--- src/rtl/clfe_pkg.sv ---
package clfe_pkg;

    typedef enum logic [3:0] {
        PH_LINE_LEAD  = 4'd0,
        PH_NAME       = 4'd1,
        PH_NAME_TRAIL = 4'd2,
        PH_NAME_BAD   = 4'd3,
        PH_VAL_LEAD   = 4'd4,
        PH_VAL_DIGITS = 4'd5,
        PH_VAL_REST   = 4'd6,
        PH_AFTER_CR   = 4'd7,
        PH_BODY       = 4'd8,
        PH_HALT       = 4'd9
    } t_phase;

    typedef enum logic [1:0] {
        KIND_BODY  = 2'd0,
        KIND_EMPTY = 2'd1,
        KIND_ERROR = 2'd2,
        KIND_END   = 2'd3
    } t_kind;

    typedef enum logic [2:0] {
        ERR_CR       = 3'd0,
        ERR_NO_COLON = 3'd1,
        ERR_BAD_LEN  = 3'd2,
        ERR_MISSING  = 3'd3,
        ERR_SHORT    = 3'd4
    } t_err;

    typedef enum logic [1:0] {
        FIN_CLEAR = 2'd0,
        FIN_ERROR = 2'd1,
        FIN_EMPTY = 2'd2,
        FIN_BODY  = 2'd3
    } t_fin;

    typedef struct packed {
        t_kind       kind;
        logic [7:0]  body_byte;
        logic        frame_last;
        t_err        error_code;
    } t_result;

    localparam int QUEUE_DEPTH = 4;
    localparam int QUEUE_PTR_W = $clog2(QUEUE_DEPTH);

    localparam logic [7:0] CH_CR    = 8'h0D;
    localparam logic [7:0] CH_LF    = 8'h0A;
    localparam logic [7:0] CH_COLON = 8'h3A;
    localparam logic [3:0] KEY_LEN  = 4'd14;

    function automatic logic [7:0] key_char(input logic [3:0] idx);
        logic [7:0] ch;
        case (idx)
            4'd0:    ch = "c";
            4'd1:    ch = "o";
            4'd2:    ch = "n";
            4'd3:    ch = "t";
            4'd4:    ch = "e";
            4'd5:    ch = "n";
            4'd6:    ch = "t";
            4'd7:    ch = "-";
            4'd8:    ch = "l";
            4'd9:    ch = "e";
            4'd10:   ch = "n";
            4'd11:   ch = "g";
            4'd12:   ch = "t";
            4'd13:   ch = "h";
            default: ch = 8'h00;
        endcase
        return ch;
    endfunction

    function automatic logic is_blank(input logic [7:0] c);
        return (c == 8'h20) || (c == 8'h09) || (c == 8'h0B) || (c == 8'h0C);
    endfunction

    function automatic logic [7:0] to_lower(input logic [7:0] c);
        return (c >= 8'h41 && c <= 8'h5A) ? c + 8'd32 : c;
    endfunction

endpackage

--- src/rtl/clfe_parse.sv ---
module clfe_parse #(
    parameter int LEN_BITS = 32
) (
    input  logic               i_clk,
    input  logic               i_rst_n,
    input  logic               i_accept,
    input  logic [7:0]         i_stream_byte,
    input  logic               i_end_of_stream,
    output logic               o_push,
    output clfe_pkg::t_result  o_result
);

    localparam int PW = LEN_BITS + 4;

    clfe_pkg::t_phase      r_phase, n_phase;
    logic [3:0]            r_match_cnt, n_match_cnt;
    logic                  r_line_nonempty, n_line_nonempty;
    logic                  r_line_has_colon, n_line_has_colon;
    logic                  r_is_length_line, n_is_length_line;
    logic                  r_digit_seen, n_digit_seen;
    logic                  r_value_overflow, n_value_overflow;
    logic [LEN_BITS-1:0]   r_line_value, n_line_value;
    logic                  r_have_length, n_have_length;
    logic [LEN_BITS-1:0]   r_committed_length, n_committed_length;
    logic [LEN_BITS-1:0]   r_body_remaining, n_body_remaining;

    clfe_pkg::t_fin        fin_act;
    clfe_pkg::t_err        fin_err;
    logic                  do_fin;
    logic                  do_new_frame;
    logic                  is_digit;
    logic                  blank;
    logic                  key_hit;
    logic [PW-1:0]         prod;
    logic                  prod_ovf;
    logic                  is_line_phase;

    assign is_digit = (i_stream_byte >= 8'h30) && (i_stream_byte <= 8'h39);
    assign blank    = clfe_pkg::is_blank(i_stream_byte);
    assign key_hit  = (r_match_cnt < clfe_pkg::KEY_LEN) &&
                      (clfe_pkg::to_lower(i_stream_byte) == clfe_pkg::key_char(r_match_cnt));
    assign prod     = ({4'b0, r_line_value} << 3) + ({4'b0, r_line_value} << 1) +
                      PW'(i_stream_byte[3:0]);
    assign prod_ovf = |prod[PW-1:LEN_BITS];
    assign is_line_phase = (r_phase == clfe_pkg::PH_LINE_LEAD) ||
                           (r_phase == clfe_pkg::PH_NAME) ||
                           (r_phase == clfe_pkg::PH_NAME_TRAIL) ||
                           (r_phase == clfe_pkg::PH_NAME_BAD) ||
                           (r_phase == clfe_pkg::PH_VAL_LEAD) ||
                           (r_phase == clfe_pkg::PH_VAL_DIGITS) ||
                           (r_phase == clfe_pkg::PH_VAL_REST);

    // classify the end of the current line
    always_comb begin
        fin_act = clfe_pkg::FIN_CLEAR;
        fin_err = clfe_pkg::ERR_CR;
        if (!r_line_nonempty) begin
            if (!r_have_length) begin
                fin_act = clfe_pkg::FIN_ERROR;
                fin_err = clfe_pkg::ERR_MISSING;
            end else if (r_committed_length == '0) begin
                fin_act = clfe_pkg::FIN_EMPTY;
            end else begin
                fin_act = clfe_pkg::FIN_BODY;
            end
        end else if (!r_line_has_colon) begin
            fin_act = clfe_pkg::FIN_ERROR;
            fin_err = clfe_pkg::ERR_NO_COLON;
        end else if (r_is_length_line && (!r_digit_seen || r_value_overflow)) begin
            fin_act = clfe_pkg::FIN_ERROR;
            fin_err = clfe_pkg::ERR_BAD_LEN;
        end
    end

    // next state
    always_comb begin
        n_phase            = r_phase;
        n_match_cnt        = r_match_cnt;
        n_line_nonempty    = r_line_nonempty;
        n_line_has_colon   = r_line_has_colon;
        n_is_length_line   = r_is_length_line;
        n_digit_seen       = r_digit_seen;
        n_value_overflow   = r_value_overflow;
        n_line_value       = r_line_value;
        n_have_length      = r_have_length;
        n_committed_length = r_committed_length;
        n_body_remaining   = r_body_remaining;
        do_fin             = 1'b0;
        do_new_frame       = 1'b0;

        if (i_accept) begin
            case (r_phase)
                clfe_pkg::PH_HALT: begin
                end
                clfe_pkg::PH_BODY: begin
                    if (i_end_of_stream) begin
                        n_phase = clfe_pkg::PH_HALT;
                    end else begin
                        n_body_remaining = r_body_remaining - LEN_BITS'(1);
                        do_new_frame     = (r_body_remaining == LEN_BITS'(1));
                    end
                end
                clfe_pkg::PH_AFTER_CR: begin
                    if (i_end_of_stream || i_stream_byte != clfe_pkg::CH_LF) begin
                        n_phase = clfe_pkg::PH_HALT;
                    end else begin
                        do_fin = 1'b1;
                    end
                end
                default: begin
                    if (!is_line_phase || i_end_of_stream) begin
                        n_phase = clfe_pkg::PH_HALT;
                    end else if (i_stream_byte == clfe_pkg::CH_CR) begin
                        n_phase = clfe_pkg::PH_AFTER_CR;
                    end else if (i_stream_byte == clfe_pkg::CH_LF) begin
                        do_fin = 1'b1;
                    end else begin
                        n_line_nonempty = 1'b1;
                        case (r_phase)
                            clfe_pkg::PH_LINE_LEAD,
                            clfe_pkg::PH_NAME,
                            clfe_pkg::PH_NAME_TRAIL: begin
                                if (i_stream_byte == clfe_pkg::CH_COLON) begin
                                    n_line_has_colon = 1'b1;
                                    n_is_length_line = (r_phase != clfe_pkg::PH_LINE_LEAD) &&
                                                       (r_match_cnt == clfe_pkg::KEY_LEN);
                                    n_phase          = clfe_pkg::PH_VAL_LEAD;
                                end else if (blank) begin
                                    if (r_phase == clfe_pkg::PH_NAME) begin
                                        n_phase = clfe_pkg::PH_NAME_TRAIL;
                                    end
                                end else if (r_phase != clfe_pkg::PH_NAME_TRAIL && key_hit) begin
                                    n_match_cnt = r_match_cnt + 4'd1;
                                    n_phase     = clfe_pkg::PH_NAME;
                                end else begin
                                    n_phase = clfe_pkg::PH_NAME_BAD;
                                end
                            end
                            clfe_pkg::PH_NAME_BAD: begin
                                if (i_stream_byte == clfe_pkg::CH_COLON) begin
                                    n_line_has_colon = 1'b1;
                                    n_is_length_line = 1'b0;
                                    n_phase          = clfe_pkg::PH_VAL_LEAD;
                                end
                            end
                            clfe_pkg::PH_VAL_LEAD: begin
                                if (is_digit) begin
                                    n_digit_seen = 1'b1;
                                    n_line_value = LEN_BITS'(i_stream_byte[3:0]);
                                    n_phase      = clfe_pkg::PH_VAL_DIGITS;
                                end else if (!blank) begin
                                    n_phase = clfe_pkg::PH_VAL_REST;
                                end
                            end
                            clfe_pkg::PH_VAL_DIGITS: begin
                                if (is_digit) begin
                                    if (!r_value_overflow) begin
                                        if (prod_ovf) begin
                                            n_value_overflow = 1'b1;
                                        end else begin
                                            n_line_value = prod[LEN_BITS-1:0];
                                        end
                                    end
                                end else begin
                                    n_phase = clfe_pkg::PH_VAL_REST;
                                end
                            end
                            default: begin
                            end
                        endcase
                    end
                end
            endcase
        end

        if (do_fin) begin
            case (fin_act)
                clfe_pkg::FIN_ERROR: n_phase = clfe_pkg::PH_HALT;
                clfe_pkg::FIN_EMPTY: do_new_frame = 1'b1;
                clfe_pkg::FIN_BODY: begin
                    n_body_remaining = r_committed_length;
                    n_phase          = clfe_pkg::PH_BODY;
                end
                default: begin
                    if (r_is_length_line) begin
                        n_committed_length = r_line_value;
                        n_have_length      = 1'b1;
                    end
                    n_phase          = clfe_pkg::PH_LINE_LEAD;
                    n_match_cnt      = '0;
                    n_line_nonempty  = 1'b0;
                    n_line_has_colon = 1'b0;
                    n_is_length_line = 1'b0;
                    n_digit_seen     = 1'b0;
                    n_value_overflow = 1'b0;
                    n_line_value     = '0;
                end
            endcase
        end

        if (do_new_frame) begin
            n_phase            = clfe_pkg::PH_LINE_LEAD;
            n_match_cnt        = '0;
            n_line_nonempty    = 1'b0;
            n_line_has_colon   = 1'b0;
            n_is_length_line   = 1'b0;
            n_digit_seen       = 1'b0;
            n_value_overflow   = 1'b0;
            n_line_value       = '0;
            n_have_length      = 1'b0;
            n_committed_length = '0;
            n_body_remaining   = '0;
        end
    end

    // result word
    always_comb begin
        o_push              = 1'b0;
        o_result.kind       = clfe_pkg::KIND_BODY;
        o_result.body_byte  = 8'h00;
        o_result.frame_last = 1'b0;
        o_result.error_code = clfe_pkg::ERR_CR;

        if (i_accept) begin
            case (r_phase)
                clfe_pkg::PH_HALT: begin
                end
                clfe_pkg::PH_BODY: begin
                    o_push = 1'b1;
                    if (i_end_of_stream) begin
                        o_result.kind       = clfe_pkg::KIND_ERROR;
                        o_result.error_code = clfe_pkg::ERR_SHORT;
                    end else begin
                        o_result.body_byte  = i_stream_byte;
                        o_result.frame_last = (r_body_remaining == LEN_BITS'(1));
                    end
                end
                clfe_pkg::PH_AFTER_CR: begin
                    if (i_end_of_stream || i_stream_byte != clfe_pkg::CH_LF) begin
                        o_push        = 1'b1;
                        o_result.kind = clfe_pkg::KIND_ERROR;
                    end else if (fin_act == clfe_pkg::FIN_ERROR) begin
                        o_push              = 1'b1;
                        o_result.kind       = clfe_pkg::KIND_ERROR;
                        o_result.error_code = fin_err;
                    end else if (fin_act == clfe_pkg::FIN_EMPTY) begin
                        o_push        = 1'b1;
                        o_result.kind = clfe_pkg::KIND_EMPTY;
                    end
                end
                default: begin
                    if (is_line_phase && i_end_of_stream) begin
                        o_push = 1'b1;
                        if (r_line_nonempty && fin_act == clfe_pkg::FIN_ERROR) begin
                            o_result.kind       = clfe_pkg::KIND_ERROR;
                            o_result.error_code = fin_err;
                        end else begin
                            o_result.kind = clfe_pkg::KIND_END;
                        end
                    end else if (is_line_phase && i_stream_byte == clfe_pkg::CH_LF) begin
                        if (fin_act == clfe_pkg::FIN_ERROR) begin
                            o_push              = 1'b1;
                            o_result.kind       = clfe_pkg::KIND_ERROR;
                            o_result.error_code = fin_err;
                        end else if (fin_act == clfe_pkg::FIN_EMPTY) begin
                            o_push        = 1'b1;
                            o_result.kind = clfe_pkg::KIND_EMPTY;
                        end
                    end
                end
            endcase
        end
    end

    always_ff @(posedge i_clk) begin
        if (!i_rst_n) begin
            r_phase            <= clfe_pkg::PH_LINE_LEAD;
            r_match_cnt        <= '0;
            r_line_nonempty    <= 1'b0;
            r_line_has_colon   <= 1'b0;
            r_is_length_line   <= 1'b0;
            r_digit_seen       <= 1'b0;
            r_value_overflow   <= 1'b0;
            r_line_value       <= '0;
            r_have_length      <= 1'b0;
            r_committed_length <= '0;
            r_body_remaining   <= '0;
        end else begin
            r_phase            <= n_phase;
            r_match_cnt        <= n_match_cnt;
            r_line_nonempty    <= n_line_nonempty;
            r_line_has_colon   <= n_line_has_colon;
            r_is_length_line   <= n_is_length_line;
            r_digit_seen       <= n_digit_seen;
            r_value_overflow   <= n_value_overflow;
            r_line_value       <= n_line_value;
            r_have_length      <= n_have_length;
            r_committed_length <= n_committed_length;
            r_body_remaining   <= n_body_remaining;
        end
    end

endmodule

--- src/rtl/clfe_queue.sv ---
module clfe_queue (
    input  logic               i_clk,
    input  logic               i_rst_n,
    input  logic               i_push,
    input  clfe_pkg::t_result  i_data,
    input  logic               i_pop,
    output logic               o_full,
    output logic               o_valid,
    output clfe_pkg::t_result  o_data
);

    clfe_pkg::t_result                 r_mem [clfe_pkg::QUEUE_DEPTH];
    logic [clfe_pkg::QUEUE_PTR_W-1:0]  r_wr_ptr, n_wr_ptr;
    logic [clfe_pkg::QUEUE_PTR_W-1:0]  r_rd_ptr, n_rd_ptr;
    logic [clfe_pkg::QUEUE_PTR_W:0]    r_count, n_count;
    logic                              push_ok;
    logic                              pop_ok;

    assign o_full  = (r_count == (clfe_pkg::QUEUE_PTR_W + 1)'(clfe_pkg::QUEUE_DEPTH));
    assign o_valid = (r_count != '0);
    assign o_data  = r_mem[r_rd_ptr];
    assign push_ok = i_push && !o_full;
    assign pop_ok  = i_pop && o_valid;

    always_comb begin
        n_wr_ptr = push_ok ? r_wr_ptr + 1'b1 : r_wr_ptr;
        n_rd_ptr = pop_ok ? r_rd_ptr + 1'b1 : r_rd_ptr;
        n_count  = r_count;
        if (push_ok && !pop_ok) begin
            n_count = r_count + 1'b1;
        end else if (pop_ok && !push_ok) begin
            n_count = r_count - 1'b1;
        end
    end

    always_ff @(posedge i_clk) begin
        if (push_ok) begin
            r_mem[r_wr_ptr] <= i_data;
        end
    end

    always_ff @(posedge i_clk) begin
        if (!i_rst_n) begin
            r_wr_ptr <= '0;
            r_rd_ptr <= '0;
            r_count  <= '0;
        end else begin
            r_wr_ptr <= n_wr_ptr;
            r_rd_ptr <= n_rd_ptr;
            r_count  <= n_count;
        end
    end

endmodule

--- src/rtl/content_length_frame_extractor_top.sv ---
// Each result word is registered in the result queue before it is offered.
// Throughput: one input word per cycle while o_stall is low (result queue not full).
// A four-entry result queue lets the parser keep accepting while the output is stalled.
// Reset (synchronous, active low): parser waits at the start of a header line, queue empty.
module content_length_frame_extractor_top #(
    parameter int LEN_BITS = 32
) (
    input  logic        i_clk,
    input  logic        i_rst_n,
    input  logic        i_valid,
    output logic        o_stall,
    input  logic [7:0]  i_stream_byte,
    input  logic        i_end_of_stream,
    output logic        o_valid,
    input  logic        i_stall,
    output logic [1:0]  o_kind,
    output logic [7:0]  o_body_byte,
    output logic        o_frame_last,
    output logic [2:0]  o_error_code
);

    logic               in_accept;
    logic               push;
    logic               full;
    clfe_pkg::t_result  push_data;
    clfe_pkg::t_result  head;

    assign o_stall   = full;
    assign in_accept = i_valid && !full;

    clfe_parse #(
        .LEN_BITS (LEN_BITS)
    ) u_parse (
        .i_clk           (i_clk),
        .i_rst_n         (i_rst_n),
        .i_accept        (in_accept),
        .i_stream_byte   (i_stream_byte),
        .i_end_of_stream (i_end_of_stream),
        .o_push          (push),
        .o_result        (push_data)
    );

    clfe_queue u_queue (
        .i_clk   (i_clk),
        .i_rst_n (i_rst_n),
        .i_push  (push),
        .i_data  (push_data),
        .i_pop   (!i_stall),
        .o_full  (full),
        .o_valid (o_valid),
        .o_data  (head)
    );

    assign o_kind       = head.kind;
    assign o_body_byte  = head.body_byte;
    assign o_frame_last = head.frame_last;
    assign o_error_code = head.error_code;

endmodule

--- config.mk ---
export PLATFORM = sky130hd
export DESIGN_NAME = content_length_frame_extractor_top
export DESIGN_NICKNAME = d
export VERILOG_FILES = /design/src/rtl/clfe_pkg.sv /design/src/rtl/clfe_parse.sv /design/src/rtl/clfe_queue.sv /design/src/rtl/content_length_frame_extractor_top.sv
export SDC_FILE = /design/constraint.sdc
export NUM_CORES = 1
export LEC_CHECK = 0
export BUFFER_PORTS_ARGS = -buffer_cell sky130_fd_sc_hd__buf_2
export CAP_MARGIN = 10
export CORE_AREA = 5 5 139 141
export DETAILED_ROUTE_END_ITERATION = 10
export DIE_AREA = 0 0 144 146
export PLACE_DENSITY_LB_ADDON = 0.25
export SYNTH_ARGS = -nofsm -noshare
export SYNTH_HDL_FRONTEND = slang
export SYNTH_SLANG_ARGS = --single-unit
export TNS_END_PERCENT = 20
--- constraint.sdc ---
create_clock -name i_clk -period 7.68 [get_ports i_clk]
set_input_delay 1.152 -clock i_clk [delete_from_list [all_inputs] [get_ports i_clk]]
set_output_delay 1.152 -clock i_clk [all_outputs]
set_load 0.03 [all_outputs]
==> out/metrics.csv <==
stage,metric,value,unit
cts,post-cts resize count,0,
routing,drt first-iter violations,692,
routing,per-cell routed wire length,16.6,um
timing,fmax,190,MHz
worst_hold_path,worst min path class,flip-flop to flip-flop,
logic_synthesis,Mean Syn Cell Area,9.32,um2
cts,Post-CTS Hold Buffers,0,
placement,# port buffers,28,
logic_synthesis,combinational family with the most area after synthesis,compound AO/OA/AOI/OAI gates,
logic_synthesis,Yosys warnings,0,
logic_synthesis,"EDFF count, synth",56,
cts,Max Root-Sink Buffers,2,
cts,clock sink total,182,
cells_and_area,share of layout cells above drive strength 1,0.0865,
timing,RSZ-0062 raised after global routing,false,
logic_synthesis,Mapped Cells,1132,
cells_and_area,Fillers,1469,
cells_and_area,register area,4200,um2
timing,final hold viol count,0,
logic_synthesis,largest area contributor in the netlist,dfxtp_1,
timing,Worst Max-Slew Pin Slew,1180,ps
global_route,first-pass GRT wire length,38100,um
timing,Setup TNS Final,0,ps
logic_synthesis,Post-synth top flop,dfxtp_1,
critical_path,crit end category,flip-flop,
cts,Num CTS Buffers,17,
pwr,PwrDens,207,nW/um2
cells_and_area,# diodes,0,
cells_and_area,Final #Nets,1220,
cts,post-CTS setup buffer count,0,
cts,H-tree lvl count,4,
logic_synthesis,area of the mapped netlist,10600,um2
die,Initial Util,0.592,
cts,Clock Latency Late Sink,440,ps
logic_synthesis,post-synthesis xor/xnor area fraction,0.0596,
logic_synthesis,Seq cells post-synth,182,
cells_and_area,Layout area overhead,7.68,%
run,Max Cap Viol,0,
routing,Antenna Nets Post-Route,0,
critical_path,Worst Path Arrival,5650,ps
routing,average vias per placed instance,6.05,
timing,Final Skew,17.8,ps
global_route,vias in the first global route,7760,
placement,Setup WS pre-CTS,2020,ps
logic_synthesis,Post-Syn Nets,1232,
critical_path,CP Class,input pin to flip-flop,
timing,"crit path setup slack, layout",2400,ps
routing,first drt pass iteration count,5,
logic_synthesis,post-synthesis mux area share,0.0347,
global_route,initial antenna violation count,0,
global_route,total gr overflow,0,
logic_synthesis,synth unique cells,74,
timing,Final min period,5280,ps
cts,clock transition at the registers of the reported paths,80,ps
cells_and_area,final non-filler cell total,1362,
logic_synthesis,sequential area share after synthesis,0.398,
cells_and_area,final core occ,0.637,
routing,drt total wl,22700,um
routing,Remaining DRCs,0,
die,Die Ht,146,um
pwr,worst vdd ir,245,uV
cells_and_area,multi-input logic area,5980,um2
timing,max-slew violations,0,
timing,Slew HR,0.213,
critical_path,CP startpoint kind,input pin,
cts,Root Buffer,clkbuf_16,
global_route,Total GRT Usage,0.219,
die,Core Area,17800,um2
logic_synthesis,"top cells by area, synth","dfxtp_1 24%, edfxtp_1 16%, ha_1 10%, a21oi_1 4.4%, nand2_1 4.2%",
global_route,largest net degree at the start of global routing,69,
routing,vias,8243,
die,num rows,49,
placement,detailed placement HPWL,16500,um
timing,final worst path period share,0.687,
critical_path,Max Fanout on Critical Path,27,
die,die width,144,um
die,DIE AREA,21000,um2
pwr,Static Leak,4.59,nW
timing,Setup Viol. Count Final,0,
logic_synthesis,Synth top area share,0.239,
logic_synthesis,Synth Area in Adders,0.105,
placement,gpl congestion,0.873,
outcome,outcome,finished clean,
logic_synthesis,Synth Area in Simple Gates,0.182,
placement,placed cells,1330,
logic_synthesis,Synth Area in Compound Gates,0.184,
logic_synthesis,"Async S/R FF share, synth",0,
cts,CTS tree,done,
critical_path,Required @ worst endpoint,8060,ps
die,I/O pins,29,
state kept, by name, indices dropped and copies added, names as in the netlist, named ones only:
name / cells
u_parse.r_body_remaining: 32
u_queue.r_count: 3
u_queue.r_mem: 56
u_parse.r_value_overflow: 1
u_parse.r_phase: 4
u_parse.r_line_nonempty: 1
u_parse.r_digit_seen: 1
u_parse.r_is_length_line: 1
u_queue.r_rd_ptr: 2
u_parse.r_have_length: 1
u_parse.r_committed_length: 32
u_parse.r_line_value: 32
u_queue.r_wr_ptr: 2
u_parse.r_line_has_colon: 1
u_parse.r_match_cnt: 4
critical path: stages:
cell      delay [ps]
buf_2            210
inv_1            100
fa_1             590
inv_1             50
ha_1             300
a211oi_1         310
o211ai_1         170
a211oi_1         520
o311ai_0         310
a21oi_1          200
a311oi_1          80
and4b_1          410
a21oi_2          940
a22o_1           280
routing by layer:
layer	GRT usage	wire, um	up-vias
met1	0.321	11100	3885
li1	-	-	4129
met2	0.338	10300	200
met3	0.0348	958	29
met5	0	0	-
met4	0.0565	314	0
area by class of cell:
class	instances	area share
tap	229	0.0252
clock inverter	15	0.0173
inverter	30	0.00991
sequential	182	0.370
clock buffer	17	0.0374
timing repair buffer	31	0.0143
multi-input combinational	858	0.526
worst paths after layout:
path	from	to	slack, ps	cells after the start
hold reg to reg	u_parse.r_digit_seen	u_parse.r_digit_seen	450	2
setup reg to reg	u_parse.r_line_value[2]	u_parse.r_line_value[23]	2950	13
setup / recovery	i_stream_byte[3]	u_parse.r_line_value[23]	2400	14
hold / removal	u_parse.r_digit_seen	u_parse.r_digit_seen	450	2
placed cells by master (no fill, tap or decap), types with 8 or more instances in the layout:
cell | Yosys | layout
and2_1 | 21 | 21
mux4_2 | 14 | 14
clkbuf_16 | 0 | 17
a211oi_1 | 39 | 39
dfxtp_1 | 126 | 126
or3_1 | 8 | 8
buf_2 | 1 | 28
nor3_1 | 23 | 23
nand2_1 | 119 | 118
a22o_1 | 27 | 27
nand4_1 | 10 | 10
nand3b_1 | 8 | 8
a21oi_1 | 92 | 91
a21o_1 | 16 | 15
nor4_1 | 11 | 11
xor2_1 | 30 | 30
inv_1 | 30 | 30
a31oi_1 | 8 | 8
o21a_1 | 11 | 11
ha_1 | 84 | 84
nand3_1 | 23 | 23
o211ai_1 | 11 | 11
nor2b_1 | 16 | 16
xnor2_1 | 40 | 40
edfxtp_1 | 56 | 56
nor2_1 | 100 | 100
o21ai_0 | 39 | 39
cells in the mapped netlist (5+ instances only):
cell type  instances
dfxtp_1          126
nand2_1          119
nor2_1           100
a21oi_1           92
ha_1              84
edfxtp_1          56
clkbuf_1          53
xnor2_1           40
a211oi_1          39
o21ai_0           39
inv_1             30
xor2_1            30
a22o_1            27
nand3_1           23
nor3_1            23
and2_1            21
a21o_1            16
nor2b_1           16
mux4_2            14
nor4_1            11
o211ai_1          11
o21a_1            11
nand4_1           10
a31oi_1            8
nand3b_1           8
or3_1              8
and3_1             6
nand2b_1           6
nor3b_1            6
or4_1              6
a221oi_1           5
a311oi_1           5
o221ai_1           5
cells by family after synthesis:
| family | after synthesis |
|---|---|
| AOI/OAI and AO/OA | 291 |
| xor gates and xnor gates | 71 |
| adders and majority gates | 87 |
| buffers and inverters | 92 |
| DFF | 182 |
| muxes | 19 |
| and+or+nand+nor | 390 |
power by group:
group	internal [W]	switching (W)
Clock	0.000470	0.000416
Sequential	0.00103	0.0000560
Combinational	0.000157	0.000218
per-stage QoR:
step	power (W)	hold slack, ps	cell area, um2
after floorplan	0.00140	424	10600
final	0.00235	452	11400
after detailed placement	0.00149	443	10700
after global routing	0.00245	475	11400
after CTS	0.00237	453	11400
after global placement	0.00148	437	10700
No activity file was read; power rests on OpenSTA's default activity.
